`config.mk`:
```
export PLATFORM = sky130hd
export DESIGN_NAME = pes_queue
export DESIGN_NICKNAME = d
export VERILOG_FILES = /design/src/hw/rtl/pes_pkg.sv /design/src/hw/rtl/pes_queue.sv
export SDC_FILE = /design/constraint.sdc
export NUM_CORES = 1
export LEC_CHECK = 0
export BUFFER_PORTS_ARGS = -buffer_cell sky130_fd_sc_hd__buf_2
export CORE_MARGIN = 2
export CORE_UTILIZATION = 52
export DETAILED_ROUTE_END_ITERATION = 10
export GPL_TIMING_DRIVEN = 0
export PLACE_DENSITY_LB_ADDON = 0.12
export SLEW_MARGIN = 20
export SYNTH_ARGS = -nofsm -noshare
export SYNTH_HDL_FRONTEND = slang
export SYNTH_SLANG_ARGS = --single-unit
```
`constraint.sdc`:
```
create_clock -name clk -period 6.6 [get_ports clk]
set_input_delay 1.32 -clock clk [delete_from_list [all_inputs] [get_ports clk]]
set_output_delay 1.32 -clock clk [all_outputs]
set_load 0.005 [all_outputs]
```
`src/hw/rtl/pes_pkg.sv`:
```
`timescale 1ns / 1ps
// Shared types and constants for the pairwise eta-squared block.
// Depends on nothing; every other file of the block imports it.
package pes_pkg;

  localparam int COUNT_W     = 13;
  localparam int SUM_W       = 29;
  localparam int SQ_W        = 44;
  localparam int DSQ_W       = 46;
  localparam int ETA_W       = 17;
  localparam int COUNT_MAX   = 2 ** COUNT_W - 1;
  localparam int QUEUE_DEPTH = 2;
  localparam int DIV_STEPS   = 18;
  localparam int Q_W         = 18;

  localparam logic [ETA_W-1:0] ONE_Q16 = 17'd65536;

  typedef struct packed {
    logic signed [15:0] sample_a;
    logic signed [15:0] sample_b;
    logic               last;
  } pes_in_t;

  typedef struct packed {
    logic [ETA_W-1:0] eta;
    logic             degenerate;
  } pes_out_t;

  // Totals of one vector pair, handed from the accumulator to the finisher.
  typedef struct packed {
    logic [COUNT_W-1:0] pair_count;
    logic [SUM_W-1:0]   sum_first;
    logic [SUM_W-1:0]   sum_second;
    logic [SQ_W-1:0]    sum_squares;
    logic [DSQ_W-1:0]   sum_diff_squares;
  } pes_snap_t;

  typedef struct packed {
    logic full;
    logic empty;
  } pes_qstat_t;

  typedef enum logic [2:0] {
    ST_IDLE,
    ST_MUL,
    ST_DRAIN,
    ST_SUB,
    ST_CLAMP,
    ST_DIV,
    ST_WRITE
  } pes_state_t;

endpackage

```
`src/hw/rtl/pes_queue.sv`:
```
`timescale 1ns / 1ps
// Short queue of per-vector totals between the accumulator and the finisher.
// Uses pes_pkg for the snapshot type and its depth.
module pes_queue import pes_pkg::*; (
  input  logic       clk,
  input  logic       rst,
  input  logic       push,
  input  pes_snap_t  snap_in,
  input  logic       pop,
  output pes_snap_t  snap_out,
  output pes_qstat_t qstat
);

  localparam int PTR_W = (QUEUE_DEPTH > 1) ? $clog2(QUEUE_DEPTH) : 1;
  localparam int CNT_W = $clog2(QUEUE_DEPTH + 1);

  pes_snap_t        slots [QUEUE_DEPTH];
  logic [PTR_W-1:0] wr_ptr;
  logic [PTR_W-1:0] rd_ptr;
  logic [CNT_W-1:0] count;
  logic             do_push;
  logic             do_pop;

  assign qstat.full  = count == CNT_W'(QUEUE_DEPTH);
  assign qstat.empty = count == '0;
  assign do_push     = push && !qstat.full;
  assign do_pop      = pop && !qstat.empty;
  assign snap_out    = slots[rd_ptr];

  always_ff @(posedge clk) begin
    if (do_push) begin
      slots[wr_ptr] <= snap_in;
    end
  end

  always_ff @(posedge clk) begin
    if (rst) begin
      wr_ptr <= '0;
      rd_ptr <= '0;
      count  <= '0;
    end else begin
      if (do_push) begin
        wr_ptr <= (wr_ptr == PTR_W'(QUEUE_DEPTH - 1)) ? '0 : wr_ptr + 1'b1;
      end
      if (do_pop) begin
        rd_ptr <= (rd_ptr == PTR_W'(QUEUE_DEPTH - 1)) ? '0 : rd_ptr + 1'b1;
      end
      if (do_push && !do_pop) begin
        count <= count + 1'b1;
      end else if (do_pop && !do_push) begin
        count <= count - 1'b1;
      end
    end
  end

  a_count_range: assert property (@(posedge clk) disable iff (rst)
    32'(count) <= QUEUE_DEPTH)
    else $error("snapshot queue holds more than its depth");

endmodule

```
==> impl_metrics.env <==
export IMPL_place_hpwl_um=16020
export IMPL_relSlewSlack_pct=61.98
export IMPL_cts_sinks=327
export IMPL_synth_most_common_cell="edfxtp_1"
export IMPL_hold_start="wr_ptr"
export IMPL_crit_path_end_kind="output pin"
export IMPL_hp_class="reg -> reg"
export IMPL_ys_ff_latch=327
export IMPL_design_area_um2=15390
export IMPL_post_cts_resized=0
export IMPL_start_util_pct=52.43
export IMPL_fillers=1654
export IMPL_path_cells="buf_6 > buf_6 > buf_6 > mux2_4 > buf_2"
export IMPL_gp_congestion=0.7135
export IMPL_crit_reg2reg_launch="count[1]"
export IMPL_antenna_found_initial=5
export IMPL_synth_area_leaders="edfxtp_1 79%, mux2_4 11%, mux2_2 6.6%"
export IMPL_critPathLaunchType="flip-flop"
export IMPL_cp_max_fo=10
export IMPL_grt_pass1_wl_um=34160
export IMPL_die_w_um=157.2
export IMPL_drtIter0Drc=253
export IMPL_vias_per_cell=4.910
export IMPL_io_buffers=327
export IMPL_finalClockSkew_ns=0.009633
export IMPL_final_hold_viol_count=0
export IMPL_synth_edff_count=322
export IMPL_grt_max_degree=88
export IMPL_cts_max_level=2
export IMPL_ios=328
export IMPL_min_to="wr_ptr"
export IMPL_leakagePower_nw=5.955
export IMPL_hold_ws_ns=0.5008
export IMPL_synthFlopType="edfxtp_1"
export IMPL_drive_gt1_share_pct=60.52
export IMPL_maxCapViolations=0
export IMPL_core_um2=23260
export IMPL_critPathArrivalTime_ns=1.84
export IMPL_syn_area_per_cell_um2=23.19
export IMPL_clkSlewWorstSetupHoldPaths_ns=0.06
export IMPL_grt_usage_pct=18.38
export IMPL_synth_top_area_share_pct=79.28
export IMPL_crit_top_cell="buf_6"
export IMPL_finalNetCount=1059
export IMPL_yosysWarnings=0
export IMPL_clk_latency_ns=0.49
export IMPL_area_growth_syn_to_layout_pct=26.21
export IMPL_grt_ovfl_total=0
export IMPL_placed_area_um2=14350
export IMPL_rows=56
export IMPL_die_h_um=157.2
export IMPL_cp_required_ns=5.28
export IMPL_synth_cell_area_um2=12200
export IMPL_ys_types=15
export IMPL_numCtsBuffers=34
export IMPL_reg2reg_slack_ns=4.28
export IMPL_routedWlPerCell_um=18.83
export IMPL_dr_total_vias=6079
export IMPL_grt_pass1_vias=6453
export IMPL_cts_tree="built"
export IMPL_worstHoldPathCells=2
export IMPL_syn_num_nets=692
export IMPL_yosys_top_cells_count="322 x edfxtp_1, 90 x mux2_4, 71 x mux2_2"
export IMPL_p_per_area_nw_per_um2=382.9
export IMPL_status="complete, no violations"
export IMPL_reg2reg_to="slots[0][49]"
export IMPL_synth_area_leader_cell="edfxtp_1"
export IMPL_netlist_instances=526
export IMPL_timing_final_crit_share_pct=47.85
export IMPL_cts_root_buf="clkbuf_16"
export IMPL_dieArea_um2=24700
export IMPL_cp_slowest_cell="dfxtp_1"
export IMPL_r2r_cells=4
export IMPL_cts_setup_buffers=0
export IMPL_cts_path_max_buffers=3
export IMPL_rsz0062_at_grt="no"
export IMPL_postRouteAntennaNets=0
export IMPL_peakVddDrop_uv=272.4
export IMPL_slew_violations=0
export IMPL_setup_viol=0
export IMPL_ys_seq_area_share_pct=80.10
export IMPL_worst_pin_slew_ns=0.5702
export IMPL_synthArstFlopShare_pct=0
export IMPL_drc=0
export IMPL_routed_wl_um=23310
export IMPL_slowest_delay_ns=0.32
export IMPL_fin_crit_ns=3.158
export IMPL_worstSetupPathType="reg -> out"
export IMPL_hold_buffers=0
export IMPL_firstDrtPassIters=4
export IMPL_fmax_mhz=316.7
## stage by stage
stage	TNS (ns)	total power, W	instances	setup WS [ns]	utilization [%]
detailed placement	0	0.004189	1176	3.323	61.67
global route	0	0.006167	1236	3.359	66.15
floorplan	0	0.003634	526	0.8631	-
CTS	0	0.005971	1236	3.386	66.15
global placement	-198.92	0.004185	1172	-0.9528	61.18
finish	0	0.005894	1238	3.442	66.17
## routing by layer
metal  part of all wire (%)  track usage [%]
met4                    2.2            6.537
met1                     36            20.26
met2                     51            32.14
met5                  0.094                0
met3                     11            7.517
## kinds of logic (layout without fill, tap and decap cells)
logic type | count (synthesis) | in the layout | share of synthesized area (%)
flops | 327 | 327 | 80.10
mux | 161 | 161 | 17.63
buf+inv | 20 | 411 | 1.364
simple gates | 9 | 9 | 0.3796
compound gates | 5 | 5 | 0.2051
xor+xnor | 3 | 3 | 0.2155
fa+ha+maj | 1 | 1 | 0.1026
other cells | 0 | 2 | 0
## cells in the final DEF (no fill, tap or decap), types with 2 or more instances in the layout
cell / instances
clkinv_1: 8
clkbuf_1: 10
dfxtp_1: 5
a21oi_1: 2
o21ai_0: 3
buf_16: 3
buf_6: 11
diode_2: 2
or3_1: 2
buf_2: 334
mux2_2: 71
xor2_1: 3
edfxtp_1: 322
mux2_4: 90
clkbuf_16: 37
clkinv_2: 4
nor2_1: 5
## how the worst max path moves through the flow
stage | to | slack [ns] | depth (start not counted)
6_report | snap_out[57] | 3.44 | 5
5_1_grt | snap_out[57] | 3.36 | 5
4_1_cts | snap_out[57] | 3.39 | 5
3_5_place_dp | slots[0][69] | 3.32 | 5
3_3_place_gp | slots[1][89] | -0.95 | 4
2_1_floorplan | slots[1][0] | 0.86 | 3
## final cells by class
class,count,area (um2),share of cell area (%)
Antenna cell,2,5.005,0.03251
Buffer,18,158.9,1.032
Clock buffer,47,963.4,6.259
Clock inverter,13,80.08,0.5202
Inverter,2,15.01,0.09754
Multi-Input combinational cell,179,2263,14.70
Sequential cell,327,9769,63.46
Tap cell,319,399.1,2.593
Timing Repair Buffer,331,1739,11.30
## registers in the layout, indices dropped and copies added, names as in the netlist, named ones only
name and cells:
rd_ptr 1, wr_ptr 1, slots 322, count 2
## report_power, final
part	total (W)	internal (W)	leakage [nW]	switching [W]
sequential	0.00267	0.00261	3.05	0.0000651
combinational	0.00145	0.000773	2.40	0.000673
clock	0.00177	0.00106	0.510	0.000719
total	0.00589	0.00444	5.95	0.00146
## worst max-delay path, delay by kind of cell, from the launching register on
kind | cells | cell delay, ns
flops | 1 | 0.32
buf+inv | 4 | 0.71
mux | 1 | 0.31
Power figures use the tool's default switching activity.
