===== config.mk =====
export PLATFORM = sky130hd
export DESIGN_NAME = pes_front
export DESIGN_NICKNAME = d
export VERILOG_FILES = /design/src/hw/rtl/pes_pkg.sv /design/src/hw/rtl/pes_front.sv
export SDC_FILE = /design/constraint.sdc
export NUM_CORES = 2
export LEC_CHECK = 0
export BUFFER_PORTS_ARGS = -buffer_cell sky130_fd_sc_hd__buf_2
export CAP_MARGIN = 20
export CORE_MARGIN = 2
export CORE_UTILIZATION = 50
export DETAILED_ROUTE_END_ITERATION = 10
export PLACE_DENSITY = 0.67
export SETUP_SLACK_MARGIN = 0.2
export SYNTH_ARGS = -nofsm -noshare
export SYNTH_HDL_FRONTEND = slang
export SYNTH_SLANG_ARGS = --single-unit

===== constraint.sdc =====
create_clock -name clk -period 19.3 [get_ports clk]
set_clock_uncertainty 0.2 [all_clocks]
set_input_delay 3.86 -clock clk [delete_from_list [all_inputs] [get_ports clk]]
set_output_delay 3.86 -clock clk [all_outputs]
set_load 0.02 [all_outputs]

===== src/hw/rtl/pes_pkg.sv =====
`timescale 1ns / 1ps
// Shared types and constants for the pairwise eta-squared block.
// Depends on nothing; every other file of the block imports it.
package pes_pkg;

  localparam int COUNT_W     = 13;
  localparam int SUM_W       = 29;
  localparam int SQ_W        = 44;
  localparam int DSQ_W       = 46;
  localparam int ETA_W       = 17;
  localparam int COUNT_MAX   = 2 ** COUNT_W - 1;
  localparam int QUEUE_DEPTH = 2;
  localparam int DIV_STEPS   = 18;
  localparam int Q_W         = 18;

  localparam logic [ETA_W-1:0] ONE_Q16 = 17'd65536;

  typedef struct packed {
    logic signed [15:0] sample_a;
    logic signed [15:0] sample_b;
    logic               last;
  } pes_in_t;

  typedef struct packed {
    logic [ETA_W-1:0] eta;
    logic             degenerate;
  } pes_out_t;

  // Totals of one vector pair, handed from the accumulator to the finisher.
  typedef struct packed {
    logic [COUNT_W-1:0] pair_count;
    logic [SUM_W-1:0]   sum_first;
    logic [SUM_W-1:0]   sum_second;
    logic [SQ_W-1:0]    sum_squares;
    logic [DSQ_W-1:0]   sum_diff_squares;
  } pes_snap_t;

  typedef struct packed {
    logic full;
    logic empty;
  } pes_qstat_t;

  typedef enum logic [2:0] {
    ST_IDLE,
    ST_MUL,
    ST_DRAIN,
    ST_SUB,
    ST_CLAMP,
    ST_DIV,
    ST_WRITE
  } pes_state_t;

endpackage


===== src/hw/rtl/pes_front.sv =====
`timescale 1ns / 1ps
// Front end: accepts element pairs, squares them and keeps saturating totals.
// Uses pes_pkg; hands each finished vector's totals to the snapshot queue.
module pes_front import pes_pkg::*; #(
  parameter int MAX_LENGTH = 4096
) (
  input  logic       clk,
  input  logic       rst,
  input  logic       push,
  input  pes_in_t    item,
  output logic       full,
  output logic       q_push,
  output pes_snap_t  snap,
  input  pes_qstat_t qstat
);

  localparam int COUNT_LIMIT = (MAX_LENGTH < COUNT_MAX) ? MAX_LENGTH : COUNT_MAX;

  // Square stage
  logic               s1_valid;
  logic               s1_last;
  logic signed [15:0] s1_a;
  logic signed [15:0] s1_b;
  logic [30:0]        s1_aa;
  logic [30:0]        s1_bb;
  logic [31:0]        s1_dd;

  // Running totals
  logic [COUNT_W-1:0] pair_count;
  logic [SUM_W-1:0]   sum_first;
  logic [SUM_W-1:0]   sum_second;
  logic [SQ_W-1:0]    sum_squares;
  logic [DSQ_W-1:0]   sum_diff_squares;

  logic               adv;
  logic               accept;
  logic               cnt_ok;
  logic signed [16:0] d_in;
  logic signed [31:0] aa_full;
  logic signed [31:0] bb_full;
  logic signed [33:0] dd_full;
  logic [SUM_W:0]     sf_wide;
  logic [SUM_W:0]     ss_wide;
  logic [31:0]        sq_add;
  logic [SQ_W:0]      sq_wide;
  logic [DSQ_W:0]     dsq_wide;
  pes_snap_t          tot_next;

  // The square stage holds only when a final pair finds the queue full.
  assign adv    = !(s1_valid && s1_last && qstat.full);
  assign full   = s1_valid && !adv;
  assign accept = push && !full;
  assign q_push = s1_valid && s1_last && adv;
  assign snap   = tot_next;

  assign d_in    = {item.sample_a[15], item.sample_a} - {item.sample_b[15], item.sample_b};
  assign aa_full = item.sample_a * item.sample_a;
  assign bb_full = item.sample_b * item.sample_b;
  assign dd_full = d_in * d_in;

  always_ff @(posedge clk) begin
    if (rst) begin
      s1_valid <= 1'b0;
    end else if (accept) begin
      s1_valid <= 1'b1;
    end else if (adv) begin
      s1_valid <= 1'b0;
    end
  end

  always_ff @(posedge clk) begin
    if (accept) begin
      s1_last <= item.last;
      s1_a    <= item.sample_a;
      s1_b    <= item.sample_b;
      s1_aa   <= aa_full[30:0];
      s1_bb   <= bb_full[30:0];
      s1_dd   <= dd_full[31:0];
    end
  end

  always_comb begin
    cnt_ok   = 32'(pair_count) < COUNT_LIMIT;
    sf_wide  = {sum_first[SUM_W-1], sum_first} + {{(SUM_W-15){s1_a[15]}}, s1_a};
    ss_wide  = {sum_second[SUM_W-1], sum_second} + {{(SUM_W-15){s1_b[15]}}, s1_b};
    sq_add   = {1'b0, s1_aa} + {1'b0, s1_bb};
    sq_wide  = {1'b0, sum_squares} + (SQ_W+1)'(sq_add);
    dsq_wide = {1'b0, sum_diff_squares} + (DSQ_W+1)'(s1_dd);

    tot_next.pair_count       = pair_count;
    tot_next.sum_first        = sum_first;
    tot_next.sum_second       = sum_second;
    tot_next.sum_squares      = sum_squares;
    tot_next.sum_diff_squares = sum_diff_squares;
    if (cnt_ok) begin
      tot_next.pair_count = pair_count + 1'b1;
      // A signed sum has left its range when the two top bits disagree.
      if (sf_wide[SUM_W] != sf_wide[SUM_W-1]) begin
        tot_next.sum_first = {sf_wide[SUM_W], {(SUM_W-1){!sf_wide[SUM_W]}}};
      end else begin
        tot_next.sum_first = sf_wide[SUM_W-1:0];
      end
      if (ss_wide[SUM_W] != ss_wide[SUM_W-1]) begin
        tot_next.sum_second = {ss_wide[SUM_W], {(SUM_W-1){!ss_wide[SUM_W]}}};
      end else begin
        tot_next.sum_second = ss_wide[SUM_W-1:0];
      end
      tot_next.sum_squares      = sq_wide[SQ_W] ? '1 : sq_wide[SQ_W-1:0];
      tot_next.sum_diff_squares = dsq_wide[DSQ_W] ? '1 : dsq_wide[DSQ_W-1:0];
    end
  end

  always_ff @(posedge clk) begin
    if (rst) begin
      pair_count       <= '0;
      sum_first        <= '0;
      sum_second       <= '0;
      sum_squares      <= '0;
      sum_diff_squares <= '0;
    end else if (s1_valid && adv) begin
      if (s1_last) begin
        pair_count       <= '0;
        sum_first        <= '0;
        sum_second       <= '0;
        sum_squares      <= '0;
        sum_diff_squares <= '0;
      end else begin
        pair_count       <= tot_next.pair_count;
        sum_first        <= tot_next.sum_first;
        sum_second       <= tot_next.sum_second;
        sum_squares      <= tot_next.sum_squares;
        sum_diff_squares <= tot_next.sum_diff_squares;
      end
    end
  end

  a_count_bound: assert property (@(posedge clk) disable iff (rst)
    32'(pair_count) <= COUNT_LIMIT)
    else $error("pair count has passed its limit");

  a_clear_after_last: assert property (@(posedge clk) disable iff (rst)
    (s1_valid && s1_last && adv) |=> (pair_count == '0 && sum_squares == '0))
    else $error("totals not cleared after the final pair");

endmodule


==> reports/results.ini <==
[synth]
ys.flop_type = dfxtp_1
postSynthCellCount = 4921
synth_edf_count = 122
synth_top_area_frac = 0.332
yosysWarnings = 0
synthTopCellsByArea = fa_1, ha_1, inv_1
syn_area_per_cell_sq_um = 9.27
async_flop_share = 0
yosys.area.top_type = fa_1
yosysUniqueCellTypes = 96
yosysSeqAreaShare = 0.151
synth_common_cells = inv_1, fa_1, nand2_1
synth_most_common_cell = inv_1
netlist_area_sq_mm = 0.0456
ys_seq_elements = 284

[floorplan]
die_w_um = 306
pin_count = 201
fp.dieH_um = 306
initial_core_util = 0.506
rows = 110
core_area_sq_mm = 0.0901
die-area_sq_mm = 0.0936

[final_layout]
multi_input_area_sq_mm = 0.0344
fin_util = 0.546
layout.nets = 6238
nFillCells = 8160
seq_area_sq_mm = 0.00691
layout-drive-gt1-share = 0.0840
syn_to_final_growth_pct = 7.94
postLayoutCellArea_sq_mm = 0.0492

[placement]
placed_area_sq_mm = 0.0478
gp_congestion = 0.889
dp_hpwl_mm = 94.9
port_buffers = 199

[detailed_routing]
vias = 34500
drt-total-wl_mm = 120
dr.pass1.iters = 5
ant_nets = 0
wire_per_inst_um = 19.2
drc_errors = 0
vias_per_cell = 5.51
drt_iter0_markers = 2179

[clock_tree]
clk_pin_slew_ns = 0.06
cts_sinks = 284
cts_buffers = 38
clockRootBuffer = clkbuf_16
ctsResizeCount = 0
cts_tree = built
clkLatencyLatePin_ns = 0.59
hold_buffers = 0
clk_path_buf_depth = 3
postCtsSetupRepairBufs = 0
htree_levels = 2

[global_routing]
track_usage = 0.261
grt.met1_usage = 0.363
use_met2 = 0.427
grt_pass1_wl_mm = 193
gr-total-overflow = 0
grt_pass1_vias = 35400
grt_start_max_net_pins = 99
met3_usage = 0.0418
antenna_found_initial = 6
top_usage_layer = met2

[critical_path]
crit_path_top_delay_cell = xor2_1
cp_max_fo = 13
crit_arrival_ns = 13.85
cp-start-kind = input port
worstSetupPathType = in2reg
slowest_delay_ns = 0.77
crit_path_frequent_cell = fa_1
crit_required_ns = 19.43
cp-end-kind = flip-flop

[timing]
finalSetupViolCount = 0
finalWorstPathRequiredPeriod_ns = 13.72
hold_viol = 0
relSlewSlack = 0.136
finalCritPeriodShare = 0.711
setup-tns-final_ns = 0
tightest_slew_ns = 1.30
fmax_mhz = 72.9
slew_viol_final = 0
grt_setup_unrepaired = false

[flow_run]
maxCapViolCount = 0

[status]
status = complete, no violations

[worst_hold_path]
hp-class = reg2reg

==> logic make-up (layout without fill, tap and decap cells) <==
kind of cell,after synthesis,after routing,synth area share
buf+inv,1158,1321,0.0963
fa+ha+maj,1143,1143,0.438
simple gates,1098,1098,0.108
compound gates,919,919,0.142
flops,284,284,0.151
xor+xnor,264,264,0.0510
mux,54,54,0.0131
other cells,1,4,0.0000822
==> sequential cells by signal, summed over array words and instances, names as in the netlist <==
name,count
s1_bb,29
s1_dd,31
s1_b,16
sum_squares,44
s1_a,16
s1_last,1
sum_first,29
sum_second,29
pair_count,13
sum_diff_squares,46
s1_valid,1
s1_aa,29
==> layout by cell type, fill, tap and decap left out, types with 47 or more instances in the layout <==
cell type / n
fa_1: 756
and2_1: 68
a22o_1: 66
a21oi_1: 240
dfxtp_1: 161
ha_1: 387
a21o_1: 98
o21ai_0: 151
nor2_1: 347
nor3_1: 47
edfxtp_1: 122
o21a_1: 47
buf_2: 199
inv_1: 995
nand2_1: 404
xnor2_1: 172
nand3_1: 54
xor2_1: 90
==> critical path, delay by kind of cell <==
family	cells	cell delay, ns
adders and majority gates	8	3.86
and+or+nand+nor	3	0.62
AOI/OAI and AO/OA	12	3.08
xor gates and xnor gates	2	0.85
buffers and inverters	6	1.53
==> cell type report <==
class / instances / share of cell area
Sequential cell: 284 / 0.140
Tap cell: 1176 / 0.0299
Inverter: 1014 / 0.0774
Clock buffer: 51 / 0.0216
Clock inverter: 17 / 0.00569
Multi-Input combinational cell: 3480 / 0.698
Antenna cell: 2 / 0.000102
Timing Repair Buffer: 239 / 0.0267
==> routing by layer <==
| metal | vias up | routed length (um) |
|---|---|---|
| li1 | 16100 | - |
| met1 | 17200 | 52900 |
| met2 | 997 | 55700 |
| met3 | 177 | 8650 |
| met4 | 2 | 3070 |
| met5 | - | 11 |
==> through the flow <==
stage	hold slack (ns)	setup WS (ns)	instances
after floorplan	0.249	7.26	4922
after global placement	0.261	5.15	6191
after detailed placement	0.268	5.13	6191
after CTS	0.281	5.69	6259
after global routing	0.304	5.08	6261
final	0.281	5.58	6263
==> worst paths after layout <==
| check | startpoint | to | slack, ns | depth (start not counted) |
|---|---|---|---|---|
| hold reg to reg | sum_diff_squares[10] | sum_diff_squares[10] | 0.28 | 2 |
| setup reg to reg | s1_b[0] | sum_second[8] | 13.34 | 18 |
| hold / removal | sum_diff_squares[10] | sum_diff_squares[10] | 0.28 | 2 |
| setup / recovery | item[2] | s1_dd[30] | 5.58 | 31 |
Power is left out: the tool's default activity adds up to more than one toggle a clock period on the data nets, which glitch-free logic cannot reach.
